File: src/rtl/jst_pkg.sv
`timescale 1ns / 1ps
// Shared types, codes and byte classes for the JSON structure tokenizer.
// No dependencies; every other file of the block imports this package.

package jst_pkg;

    typedef enum logic [2:0] {
        MODE_SCAN = 3'd0,
        MODE_STR  = 3'd1,
        MODE_NUM  = 3'd2,
        MODE_BOOL = 3'd3,
        MODE_ERR  = 3'd4
    } t_mode;

    typedef enum logic [1:0] {
        MARK_NONE = 2'd0,
        MARK_OBJ  = 2'd1,
        MARK_ARR  = 2'd2,
        MARK_KEY  = 2'd3
    } t_mark;

    typedef enum logic [3:0] {
        EV_NONE      = 4'd0,
        EV_OBJ_START = 4'd1,
        EV_OBJ_END   = 4'd2,
        EV_ARR_START = 4'd3,
        EV_ARR_END   = 4'd4,
        EV_KEY_CHAR  = 4'd5,
        EV_KEY_END   = 4'd6,
        EV_STR_CHAR  = 4'd7,
        EV_STR_END   = 4'd8,
        EV_NUM_CHAR  = 4'd9,
        EV_NUM_END   = 4'd10,
        EV_BOOL_CHAR = 4'd11,
        EV_BOOL_END  = 4'd12,
        EV_ERROR     = 4'd13
    } t_event;

    typedef enum logic [2:0] {
        ERR_NONE      = 3'd0,
        ERR_OBJ_START = 3'd1,
        ERR_OBJ_END   = 3'd2,
        ERR_ARR_START = 3'd3,
        ERR_ARR_END   = 3'd4,
        ERR_VALUE     = 3'd5,
        ERR_OVERFLOW  = 3'd6
    } t_err;

    // Control for one cycle of the stack cell chain.
    typedef struct packed {
        logic       push;
        logic [1:0] pop_cnt;
        t_mark      push_mark;
    } t_stack_ctl;

    typedef struct packed {
        t_event     ev;
        logic [7:0] ch;
        logic [5:0] depth;
        t_err       err;
        logic       last;
    } t_result;

    localparam logic [7:0] CH_LF     = 8'h0A;
    localparam logic [7:0] CH_SPACE  = 8'h20;
    localparam logic [7:0] CH_DQUOTE = 8'h22;
    localparam logic [7:0] CH_SQUOTE = 8'h27;
    localparam logic [7:0] CH_COMMA  = 8'h2C;
    localparam logic [7:0] CH_MINUS  = 8'h2D;
    localparam logic [7:0] CH_DOT    = 8'h2E;
    localparam logic [7:0] CH_ZERO   = 8'h30;
    localparam logic [7:0] CH_NINE   = 8'h39;
    localparam logic [7:0] CH_LBRACK = 8'h5B;
    localparam logic [7:0] CH_BSLASH = 8'h5C;
    localparam logic [7:0] CH_RBRACK = 8'h5D;
    localparam logic [7:0] CH_A      = 8'h61;
    localparam logic [7:0] CH_E      = 8'h65;
    localparam logic [7:0] CH_F      = 8'h66;
    localparam logic [7:0] CH_L      = 8'h6C;
    localparam logic [7:0] CH_N      = 8'h6E;
    localparam logic [7:0] CH_R      = 8'h72;
    localparam logic [7:0] CH_S      = 8'h73;
    localparam logic [7:0] CH_T      = 8'h74;
    localparam logic [7:0] CH_U      = 8'h75;
    localparam logic [7:0] CH_LBRACE = 8'h7B;
    localparam logic [7:0] CH_RBRACE = 8'h7D;

    function automatic logic f_is_num_start(input logic [7:0] b);
        return (b >= CH_ZERO && b <= CH_NINE) || b == CH_MINUS || b == CH_N || b == CH_DOT;
    endfunction

    function automatic logic f_is_num_body(input logic [7:0] b);
        return f_is_num_start(b) || b == CH_U || b == CH_L;
    endfunction

    function automatic logic f_is_bool_body(input logic [7:0] b);
        return b == CH_T || b == CH_R || b == CH_U || b == CH_E || b == CH_F ||
               b == CH_A || b == CH_L || b == CH_S;
    endfunction

    function automatic logic f_is_delim(input logic [7:0] b);
        return b == CH_COMMA || b == CH_SPACE || b == CH_RBRACK || b == CH_RBRACE ||
               b == CH_LF;
    endfunction

endpackage

File: src/rtl/json_structure_tokenizer_unit.sv
`timescale 1ns / 1ps
// JSON structure tokenizer: one text byte in per transfer, one or two
// structural or character events out per byte.
// Depends on jst_pkg and jst_stack.
//
// Input channel: i_valid / o_stall with i_data_byte. Output channel:
// o_valid / i_stall with the event fields; o_last_of_item marks the final
// event of a byte. A byte is decoded in the cycle of its transfer, the stack
// chain and the mode register update at that edge, and its events enter the
// result queue at that edge. Bytes are taken one per cycle while o_stall is
// low; a byte that ends a number or bool with a closing bracket yields two
// events, in two queue entries. Events wait in a four-entry queue; o_stall
// goes high while more than two entries are held, so a stalled receiver
// stops the input within the queue's slack and nothing is lost. The rate is
// set by the output side: one event per cycle while i_stall is low.
// Reset (synchronous, i_rst_n low) empties the queue and the stack, clears
// the sticky error and returns to scanning. After an error every byte yields
// a single error event until the next reset.

module json_structure_tokenizer_unit #(
    parameter int STACK_DEPTH = 32
) (
    input  logic        i_clk,
    input  logic        i_rst_n,
    input  logic        i_valid,
    output logic        o_stall,
    input  logic [7:0]  i_data_byte,
    output logic        o_valid,
    input  logic        i_stall,
    output logic [3:0]  o_event_res,
    output logic [7:0]  o_char_out,
    output logic [5:0]  o_nest_depth,
    output logic [2:0]  o_error_code,
    output logic        o_last_of_item
);
    import jst_pkg::*;

    localparam int CW = $clog2(STACK_DEPTH + 1);

    function automatic logic [5:0] f_depth6(input logic [CW-1:0] c);
        logic [CW+5:0] e;
        e = {6'd0, c};
        return e[5:0];
    endfunction

    // Control state.
    t_mode          r_mode,  n_mode;
    logic [7:0]     r_quote, n_quote;
    logic           r_key,   n_key;
    logic [7:0]     r_prev;
    logic [CW-1:0]  r_count, n_count;
    t_err           r_err,   n_err;

    // Result queue.
    t_result        r_q [0:3];
    logic [1:0]     r_wr;
    logic [1:0]     r_rd;
    logic [2:0]     r_qcnt;

    logic           w_in_acc;
    logic           w_out_acc;
    logic [7:0]     w_b;

    t_mark          w_top0, w_top1, w_top2;
    t_mark          w_kd0, w_kd1, w_kd2;
    t_mark          w_kb, w_kb_next;
    logic           w_full;
    logic           w_delim;
    logic           w_close;
    logic           w_d1;
    logic           w_quote_end;
    logic           w_opener;

    t_event         w_br_ev;
    t_err           w_br_err;
    logic           w_br_push;
    t_mark          w_br_mark;
    logic [1:0]     w_br_pops;
    logic [CW-1:0]  w_cnt_base;
    logic [CW-1:0]  w_cnt_br;

    t_result        w_res0, w_res1;
    logic           w_two;
    t_stack_ctl     w_ctl, w_ctl_gated;

    assign w_b       = i_data_byte;
    assign o_stall   = r_qcnt > 3'd2;
    assign o_valid   = r_qcnt != 3'd0;
    assign w_in_acc  = i_valid && !o_stall;
    assign w_out_acc = o_valid && !i_stall;

    jst_stack #(
        .DEPTH (STACK_DEPTH)
    ) u_stack (
        .i_clk  (i_clk),
        .i_ctl  (w_ctl_gated),
        .o_top0 (w_top0),
        .o_top1 (w_top1),
        .o_top2 (w_top2)
    );

    // Marks at the top three places, empty where the stack is shallower.
    assign w_kd0 = (r_count > CW'(0)) ? w_top0 : MARK_NONE;
    assign w_kd1 = (r_count > CW'(1)) ? w_top1 : MARK_NONE;
    assign w_kd2 = (r_count > CW'(2)) ? w_top2 : MARK_NONE;
    assign w_full = r_count == CW'(STACK_DEPTH);

    assign w_delim = f_is_delim(w_b);
    assign w_close = w_b == CH_RBRACK || w_b == CH_RBRACE;
    assign w_quote_end = w_b == r_quote && r_prev != CH_BSLASH;
    assign w_opener = (w_b == CH_DQUOTE || w_b == CH_SQUOTE || w_b == CH_LBRACE ||
                       w_b == CH_RBRACE || w_b == CH_LBRACK || w_b == CH_RBRACK ||
                       w_b == CH_T || w_b == CH_F || f_is_num_start(w_b)) &&
                      r_prev != CH_BSLASH;

    // A delimiter that ends a value first drops a key from the top, and a
    // closing bracket then looks at the mark under it.
    assign w_d1 = (r_mode == MODE_NUM || r_mode == MODE_BOOL) && w_delim &&
                  w_kd0 == MARK_KEY;
    assign w_kb      = w_d1 ? w_kd1 : w_kd0;
    assign w_kb_next = w_d1 ? w_kd2 : w_kd1;

    always_comb begin
        logic obj;
        obj       = w_b == CH_LBRACE;
        w_br_ev   = EV_NONE;
        w_br_err  = ERR_NONE;
        w_br_push = 1'b0;
        w_br_mark = MARK_NONE;
        w_br_pops = 2'd0;
        case (w_b)
            CH_LBRACE, CH_LBRACK: begin
                if (w_kb == MARK_OBJ) begin
                    w_br_err = obj ? ERR_OBJ_START : ERR_ARR_START;
                end else if (w_full) begin
                    w_br_err = ERR_OVERFLOW;
                end else begin
                    w_br_push = 1'b1;
                    w_br_mark = obj ? MARK_OBJ : MARK_ARR;
                    w_br_ev   = obj ? EV_OBJ_START : EV_ARR_START;
                end
            end
            CH_RBRACE: begin
                if (w_kb != MARK_OBJ) begin
                    w_br_err = ERR_OBJ_END;
                end else begin
                    w_br_ev   = EV_OBJ_END;
                    w_br_pops = 2'd1 + {1'b0, w_kb_next == MARK_KEY};
                end
            end
            default: begin
                if (w_kb != MARK_ARR) begin
                    w_br_err = ERR_ARR_END;
                end else begin
                    w_br_ev   = EV_ARR_END;
                    w_br_pops = 2'd1 + {1'b0, w_kb_next == MARK_KEY};
                end
            end
        endcase
    end

    assign w_cnt_base = r_count - CW'(w_d1);
    assign w_cnt_br   = w_cnt_base - CW'(w_br_pops) + CW'(w_br_push);

    // Next mode.
    always_comb begin
        n_mode = r_mode;
        case (r_mode)
            MODE_ERR: n_mode = MODE_ERR;
            MODE_STR: begin
                if (w_quote_end) begin
                    n_mode = (r_key && w_full) ? MODE_ERR : MODE_SCAN;
                end
            end
            MODE_NUM, MODE_BOOL: begin
                if (w_delim) begin
                    n_mode = (w_close && w_br_err != ERR_NONE) ? MODE_ERR : MODE_SCAN;
                end else if ((r_mode == MODE_NUM) ? f_is_num_body(w_b)
                                                  : f_is_bool_body(w_b)) begin
                    n_mode = r_mode;
                end else begin
                    n_mode = MODE_ERR;
                end
            end
            default: begin
                // Scanning between values.
                n_mode = MODE_SCAN;
                if (w_opener) begin
                    if (w_b == CH_DQUOTE || w_b == CH_SQUOTE) begin
                        n_mode = MODE_STR;
                    end else if (f_is_num_start(w_b)) begin
                        n_mode = MODE_NUM;
                    end else if (w_b == CH_T || w_b == CH_F) begin
                        n_mode = MODE_BOOL;
                    end else if (w_br_err != ERR_NONE) begin
                        n_mode = MODE_ERR;
                    end
                end
            end
        endcase
    end

    // Results, stack control and the remaining state.
    always_comb begin
        w_res0    = '{ev: EV_NONE, ch: 8'd0, depth: f_depth6(r_count), err: r_err,
                      last: 1'b1};
        w_res1    = w_res0;
        w_two     = 1'b0;
        w_ctl     = '{push: 1'b0, pop_cnt: 2'd0, push_mark: MARK_NONE};
        n_count   = r_count;
        n_err     = r_err;
        n_quote   = r_quote;
        n_key     = r_key;
        case (r_mode)
            MODE_ERR: begin
                w_res0.ev = EV_ERROR;
            end
            MODE_STR: begin
                if (w_quote_end) begin
                    if (r_key) begin
                        if (w_full) begin
                            n_err      = ERR_OVERFLOW;
                            w_res0.ev  = EV_ERROR;
                            w_res0.err = ERR_OVERFLOW;
                        end else begin
                            w_ctl.push      = 1'b1;
                            w_ctl.push_mark = MARK_KEY;
                            n_count         = r_count + CW'(1);
                            w_res0.ev       = EV_KEY_END;
                            w_res0.depth    = f_depth6(n_count);
                        end
                    end else begin
                        if (w_kd0 == MARK_KEY) begin
                            w_ctl.pop_cnt = 2'd1;
                            n_count       = r_count - CW'(1);
                        end
                        w_res0.ev    = EV_STR_END;
                        w_res0.depth = f_depth6(n_count);
                    end
                end else if (w_b != CH_LF) begin
                    w_res0.ev = r_key ? EV_KEY_CHAR : EV_STR_CHAR;
                    w_res0.ch = w_b;
                end
            end
            MODE_NUM, MODE_BOOL: begin
                if (w_delim) begin
                    w_res0.ev    = (r_mode == MODE_NUM) ? EV_NUM_END : EV_BOOL_END;
                    w_res0.depth = f_depth6(w_cnt_base);
                    n_count      = w_cnt_base;
                    w_ctl.pop_cnt = {1'b0, w_d1};
                    if (w_close) begin
                        w_two         = 1'b1;
                        w_res0.last   = 1'b0;
                        n_count       = w_cnt_br;
                        w_ctl.pop_cnt = {1'b0, w_d1} + w_br_pops;
                        w_res1.depth  = f_depth6(w_cnt_br);
                        if (w_br_err != ERR_NONE) begin
                            n_err      = w_br_err;
                            w_res1.ev  = EV_ERROR;
                            w_res1.err = w_br_err;
                        end else begin
                            w_res1.ev  = w_br_ev;
                        end
                    end
                end else if ((r_mode == MODE_NUM) ? f_is_num_body(w_b)
                                                  : f_is_bool_body(w_b)) begin
                    w_res0.ev = (r_mode == MODE_NUM) ? EV_NUM_CHAR : EV_BOOL_CHAR;
                    w_res0.ch = w_b;
                end else begin
                    n_err      = ERR_VALUE;
                    w_res0.ev  = EV_ERROR;
                    w_res0.err = ERR_VALUE;
                end
            end
            default: begin
                // Scanning between values.
                if (w_opener) begin
                    if (w_b == CH_DQUOTE || w_b == CH_SQUOTE) begin
                        n_quote = w_b;
                        n_key   = w_kd0 == MARK_OBJ;
                    end else if (f_is_num_start(w_b)) begin
                        w_res0.ev = EV_NUM_CHAR;
                        w_res0.ch = w_b;
                    end else if (w_b == CH_T || w_b == CH_F) begin
                        w_res0.ev = EV_BOOL_CHAR;
                        w_res0.ch = w_b;
                    end else begin
                        n_count         = w_cnt_br;
                        w_ctl.push      = w_br_push;
                        w_ctl.push_mark = w_br_mark;
                        w_ctl.pop_cnt   = w_br_pops;
                        w_res0.depth    = f_depth6(w_cnt_br);
                        if (w_br_err != ERR_NONE) begin
                            n_err      = w_br_err;
                            w_res0.ev  = EV_ERROR;
                            w_res0.err = w_br_err;
                        end else begin
                            w_res0.ev  = w_br_ev;
                        end
                    end
                end
            end
        endcase
    end

    assign w_ctl_gated = w_in_acc ? w_ctl
                                  : '{push: 1'b0, pop_cnt: 2'd0, push_mark: MARK_NONE};

    always_ff @(posedge i_clk) begin
        if (!i_rst_n) begin
            r_mode  <= MODE_SCAN;
            r_quote <= 8'd0;
            r_key   <= 1'b0;
            r_prev  <= 8'd0;
            r_count <= '0;
            r_err   <= ERR_NONE;
        end else if (w_in_acc) begin
            r_mode  <= n_mode;
            r_quote <= n_quote;
            r_key   <= n_key;
            r_prev  <= w_b;
            r_count <= n_count;
            r_err   <= n_err;
        end
    end

    // Result queue: one or two writes per input transfer, one read per
    // output transfer.
    always_ff @(posedge i_clk) begin
        if (w_in_acc) begin
            r_q[r_wr] <= w_res0;
            if (w_two) begin
                r_q[r_wr + 2'd1] <= w_res1;
            end
        end
    end

    always_ff @(posedge i_clk) begin
        if (!i_rst_n) begin
            r_wr   <= 2'd0;
            r_rd   <= 2'd0;
            r_qcnt <= 3'd0;
        end else begin
            if (w_in_acc) begin
                r_wr <= r_wr + {w_two, !w_two};
            end
            if (w_out_acc) begin
                r_rd <= r_rd + 2'd1;
            end
            r_qcnt <= r_qcnt + (w_in_acc ? {1'b0, w_two, !w_two} : 3'd0)
                             - {2'b00, w_out_acc};
        end
    end

    assign o_event_res    = r_q[r_rd].ev;
    assign o_char_out     = r_q[r_rd].ch;
    assign o_nest_depth   = r_q[r_rd].depth;
    assign o_error_code   = r_q[r_rd].err;
    assign o_last_of_item = r_q[r_rd].last;

endmodule

File: src/rtl/jst_cell.sv
`timescale 1ns / 1ps
// One entry of the nesting stack: holds a two-bit mark and moves it toward
// the top or the bottom with its neighbors. Depends on jst_pkg.

module jst_cell (
    input  logic                   i_clk,
    input  jst_pkg::t_stack_ctl    i_ctl,
    input  jst_pkg::t_mark         i_up,
    input  jst_pkg::t_mark         i_dn1,
    input  jst_pkg::t_mark         i_dn2,
    input  jst_pkg::t_mark         i_dn3,
    output jst_pkg::t_mark         o_mark
);
    import jst_pkg::*;

    t_mark r_mark;
    t_mark n_mark;

    always_comb begin
        if (i_ctl.push) begin
            n_mark = i_up;
        end else begin
            case (i_ctl.pop_cnt)
                2'd0:    n_mark = r_mark;
                2'd1:    n_mark = i_dn1;
                2'd2:    n_mark = i_dn2;
                2'd3:    n_mark = i_dn3;
                default: n_mark = r_mark;
            endcase
        end
    end

    always_ff @(posedge i_clk) begin
        r_mark <= n_mark;
    end

    assign o_mark = r_mark;

endmodule

File: src/rtl/jst_stack.sv
`timescale 1ns / 1ps
// Nesting stack built as a chain of jst_cell entries with the top at cell 0.
// Depends on jst_pkg and jst_cell.

module jst_stack #(
    parameter int DEPTH = 32
) (
    input  logic                   i_clk,
    input  jst_pkg::t_stack_ctl    i_ctl,
    output jst_pkg::t_mark         o_top0,
    output jst_pkg::t_mark         o_top1,
    output jst_pkg::t_mark         o_top2
);
    import jst_pkg::*;

    // Three extra slots past the bottom read as empty during pops.
    t_mark w_mark [0:DEPTH+2];

    genvar gi;
    generate
        for (gi = 0; gi < DEPTH; gi++) begin : g_cell
            t_mark w_up;
            if (gi == 0) begin : g_head
                assign w_up = i_ctl.push_mark;
            end else begin : g_body
                assign w_up = w_mark[gi-1];
            end
            jst_cell u_cell (
                .i_clk  (i_clk),
                .i_ctl  (i_ctl),
                .i_up   (w_up),
                .i_dn1  (w_mark[gi+1]),
                .i_dn2  (w_mark[gi+2]),
                .i_dn3  (w_mark[gi+3]),
                .o_mark (w_mark[gi])
            );
        end
        for (gi = DEPTH; gi < DEPTH + 3; gi++) begin : g_tail
            assign w_mark[gi] = MARK_NONE;
        end
    endgenerate

    assign o_top0 = w_mark[0];
    assign o_top1 = w_mark[1];
    assign o_top2 = w_mark[2];

endmodule

File: config.mk
export PLATFORM = sky130hd
export DESIGN_NAME = json_structure_tokenizer_unit
export DESIGN_NICKNAME = d
export VERILOG_FILES = /design/src/rtl/jst_pkg.sv /design/src/rtl/json_structure_tokenizer_unit.sv /design/src/rtl/jst_cell.sv /design/src/rtl/jst_stack.sv
export SDC_FILE = /design/constraint.sdc
export NUM_CORES = 1
export LEC_CHECK = 0
export ABC_AREA = 1
export BUFFER_PORTS_ARGS = -buffer_cell sky130_fd_sc_hd__buf_2
export CAP_MARGIN = 20
export CORE_ASPECT_RATIO = 0.7
export CORE_MARGIN = 1
export CORE_UTILIZATION = 35
export CTS_CLUSTER_SIZE = 8
export DETAILED_ROUTE_END_ITERATION = 16
export PLACE_DENSITY_LB_ADDON = 0.08
export SYNTH_ARGS = -nofsm -noshare
export SYNTH_HDL_FRONTEND = slang
export SYNTH_SLANG_ARGS = --single-unit
File: constraint.sdc
create_clock -name i_clk -period 4.9 [get_ports i_clk]
set_clock_uncertainty 0.15 [all_clocks]
set_input_delay 0.49 -clock i_clk [delete_from_list [all_inputs] [get_ports i_clk]]
set_output_delay 0.49 -clock i_clk [all_outputs]
set_load 0.02 [all_outputs]
==> reports/results.ini <==
[routing]
vias_per_cell = 5.50
vias = 11000
antenna_left = 0
first_pass_iters = 5
drt_wl_total_mm = 37.1
wire_per_inst_um = 18.5
drt-initial-drc-count = 1043
drc = 0

[synth]
yosys.area.top_type = edfxtp_1
yosys_register_bits = 190
synthesis.area_um2 = 11900
yosysTopAreaCellShare = 0.293
netlist_instances = 1555
ys_types = 55
syn_area_per_cell_um2 = 7.64
syn_nets = 1587
synthTopCellsByArea = edfxtp_1, dfxtp_1, nand2_1, o21ai_0, nand4_1
synth_warnings = 0
seq_area_frac_synth = 0.418

[layout]
multi_input_area_um2 = 5840
area_delta_synth_final_pct = 10.1
regArea_um2 = 4960
drive_gt1_frac = 0.113
fin_nets = 1590
most-common-layout-cells = nand2_1, o21ai_0, inv_1
diodes = 0
nFillCells = 3553
layout_commonest_cell = nand2_1
stdcell_count = 2006

[clocking]
clk_pin_slew_worst_paths_ns = 0.08
post_cts_buffers = 0
ctsLongestPathBuffers = 2
cts_resized = 0
hold_buffers = 0
cts_tree = yes
clkSinkCount = 190
cts_made_buffers = 17
cts.htree.levels = 4
worstSkewPairLatency_ns = 0.46
cts-root-buf = clkbuf_16

[floorplanning]
pin_count = 36
fp.dieW_um = 222
rows = 56
die-area_um2 = 34700
die_h_um = 156
coreArea_um2 = 33500
initial_core_util = 0.355

[timing]
min_period_ns = 4.41
rsz0062_at_grt = false
fin_crit_sh = 0.900
hold_violations = 0
setup_viol = 0
max_freq_ghz = 0.227
finalMaxSlewViolations = 0
slew_headroom = 0.295
fin_tns_setup_ns = 0
tightestPinTransition_ns = 1.06

[setup_path]
slowest_delay_ns = 0.45
worstPathArrival_ns = 4.45
cp.buffers_inverters = 3
crit_type = flip-flop to flip-flop
worstPathCellList = inv_1 > ha_1 > nand3_1 > nand2_1 > nor2_4 > nand3_2 > inv_1 > ha_1 > ha_1 > inv_1 > ha_1 > ha_1 > nand3_1 > nand3_1 > nand2_1 > nand2_1 > a21oi_1 > xor2_1 > o21ai_0 > nand3_1 > nand2_1 > o21ai_0
cpMostUsedCell = ha_1
cp_max_fo = 8
cp_top_family = adder cells
slowest_stage = dfxtp_1
required_ns = 4.94
cp-end-kind = flip-flop
cp-start-kind = flip-flop

[global_route]
grt_max_degree = 97
use_met2 = 0.291
antenna_found_initial = 0
gr-total-overflow = 0
grt_pass1_wl_mm = 58.9
grt_use_total = 0.218
grt_pass1_vias = 10200
grtUsageMet3 = 0.0379
use_met1 = 0.355
busiest_layer = met1

[power]
pwr-share-seq = 0.385
power.net_switching_uw = 1930
irDropWorstVdd_mv = 0.243
combPwrFrac = 0.310
p_int_uw = 2950
netSwitchingFraction = 0.395
powerDensity_nw_per_um2 = 373
clkPwrFrac = 0.305
leakage_uw = 0.00520

[run]
maxCapViolations = 0

[hold_path]
hp-class = primary input to flip-flop

[placed_design]
gp_congestion = 0.896
hpwl_mm = 25.2
placed_cells = 1972
portBuffers = 35

[status]
status = complete, no violations

==> worst register-to-register path, delay by kind of cell (launching register included) <==
family,cells,cell delay [ns]
compound gates,3,0.39
xor+xnor,1,0.11
fa+ha+maj,5,1.39
buf+inv,3,0.43
flops,1,0.45
simple gates,10,1.24
==> synthesized netlist by cell type (all sizes together) <==
cell	instances
a211oi	5
a21boi	1
a21oi	101
a221o	2
a22o	2
a22oi	5
a31oi	5
and2	1
and3	5
buf	41
clkbuf	46
clkinv	3
dfxtp	74
edfxtp	116
fa	2
ha	18
inv	168
nand2	311
nand3	85
nand3b	1
nand4	126
nor2	126
nor3	17
nor4	4
o2111ai	2
o211ai	6
o21a	4
o21ai	165
o21bai	2
o221ai	2
o22ai	38
o31ai	1
or2	47
xnor2	4
xor2	19
==> per-layer routing <==
layer	share of wire	up-vias	wire, µm
met5	0	-	0
met1	0.54	5307	20100
met4	0.0053	0	196
met2	0.40	330	14700
li1	-	5391	-
met3	0.058	13	2160
==> flip-flops by register name (all words and copies together), names as in the netlist, 3 cells and up, named ones only <==
register and count:
r_mode 3, r_q 88, r_quote 8, r_qcnt 3, u_stack.g_cell.u_cell.o_mark 64, r_prev 8
r_err 3, r_count 6
==> metrics by stage <==
| step | setup WS, ns | total power (µW) | hold WS [ns] | cell area (µm²) | utilization |
|---|---|---|---|---|---|
| 6_report | 0.491 | 4880 | 0.175 | 13100 | 0.391 |
| 5_1_grt | 0.0592 | 5170 | 0.154 | 13100 | 0.391 |
| 2_1_floorplan | 0.257 | 2940 | 0.273 | 11900 | - |
| 3_5_place_dp | 0.485 | 3410 | 0.291 | 12400 | 0.372 |
| 3_3_place_gp | 0.710 | 3400 | 0.283 | 12400 | 0.372 |
| 4_1_cts | 0.482 | 4910 | 0.149 | 13100 | 0.390 |
==> worst paths after layout <==
path                                               from                       to  slack (ns)  cells after the start
worst max-delay path            r_count[0]$_SDFFE_PN0P_      r_q[2][9]$_DFFE_PP_        0.49                     22
worst min-delay path                     i_data_byte[6]   r_prev[6]$_SDFFE_PN0P_        0.17                      3
worst max register to register  r_count[0]$_SDFFE_PN0P_      r_q[2][9]$_DFFE_PP_        0.49                     22
worst min register to register  r_q[1][11]$_SDFFE_PP0P_  r_q[1][11]$_SDFFE_PP0P_        0.31                      2
==> power groups by stage <==
stage                     registers [µW]  clock network [µW]  logic (µW)
final                               1880                1490        1510
after global routing                1890                1590        1680
after global placement              1910                   0        1490
after CTS                           1880                1530        1500
after detailed placement            1910                   0        1500
after floorplan                     1890                   0        1050
==> kinds of logic after synthesis <==
family          count (synthesis)  share of synthesized area
xor+xnor                       23                     0.0169
buf+inv                       258                     0.0917
compound gates                341                      0.157
flops                         190                      0.418
fa+ha+maj                      20                     0.0223
simple gates                  723                      0.294
==> final cells by class <==
type,count,area share
clock buffer,17,0.0325
clock inverter,15,0.0152
inverter,171,0.0492
multi-input combinational,1107,0.446
sequential,190,0.379
tap,435,0.0416
timing repair buffer,71,0.0360
(Power assumes the default switching activity.)
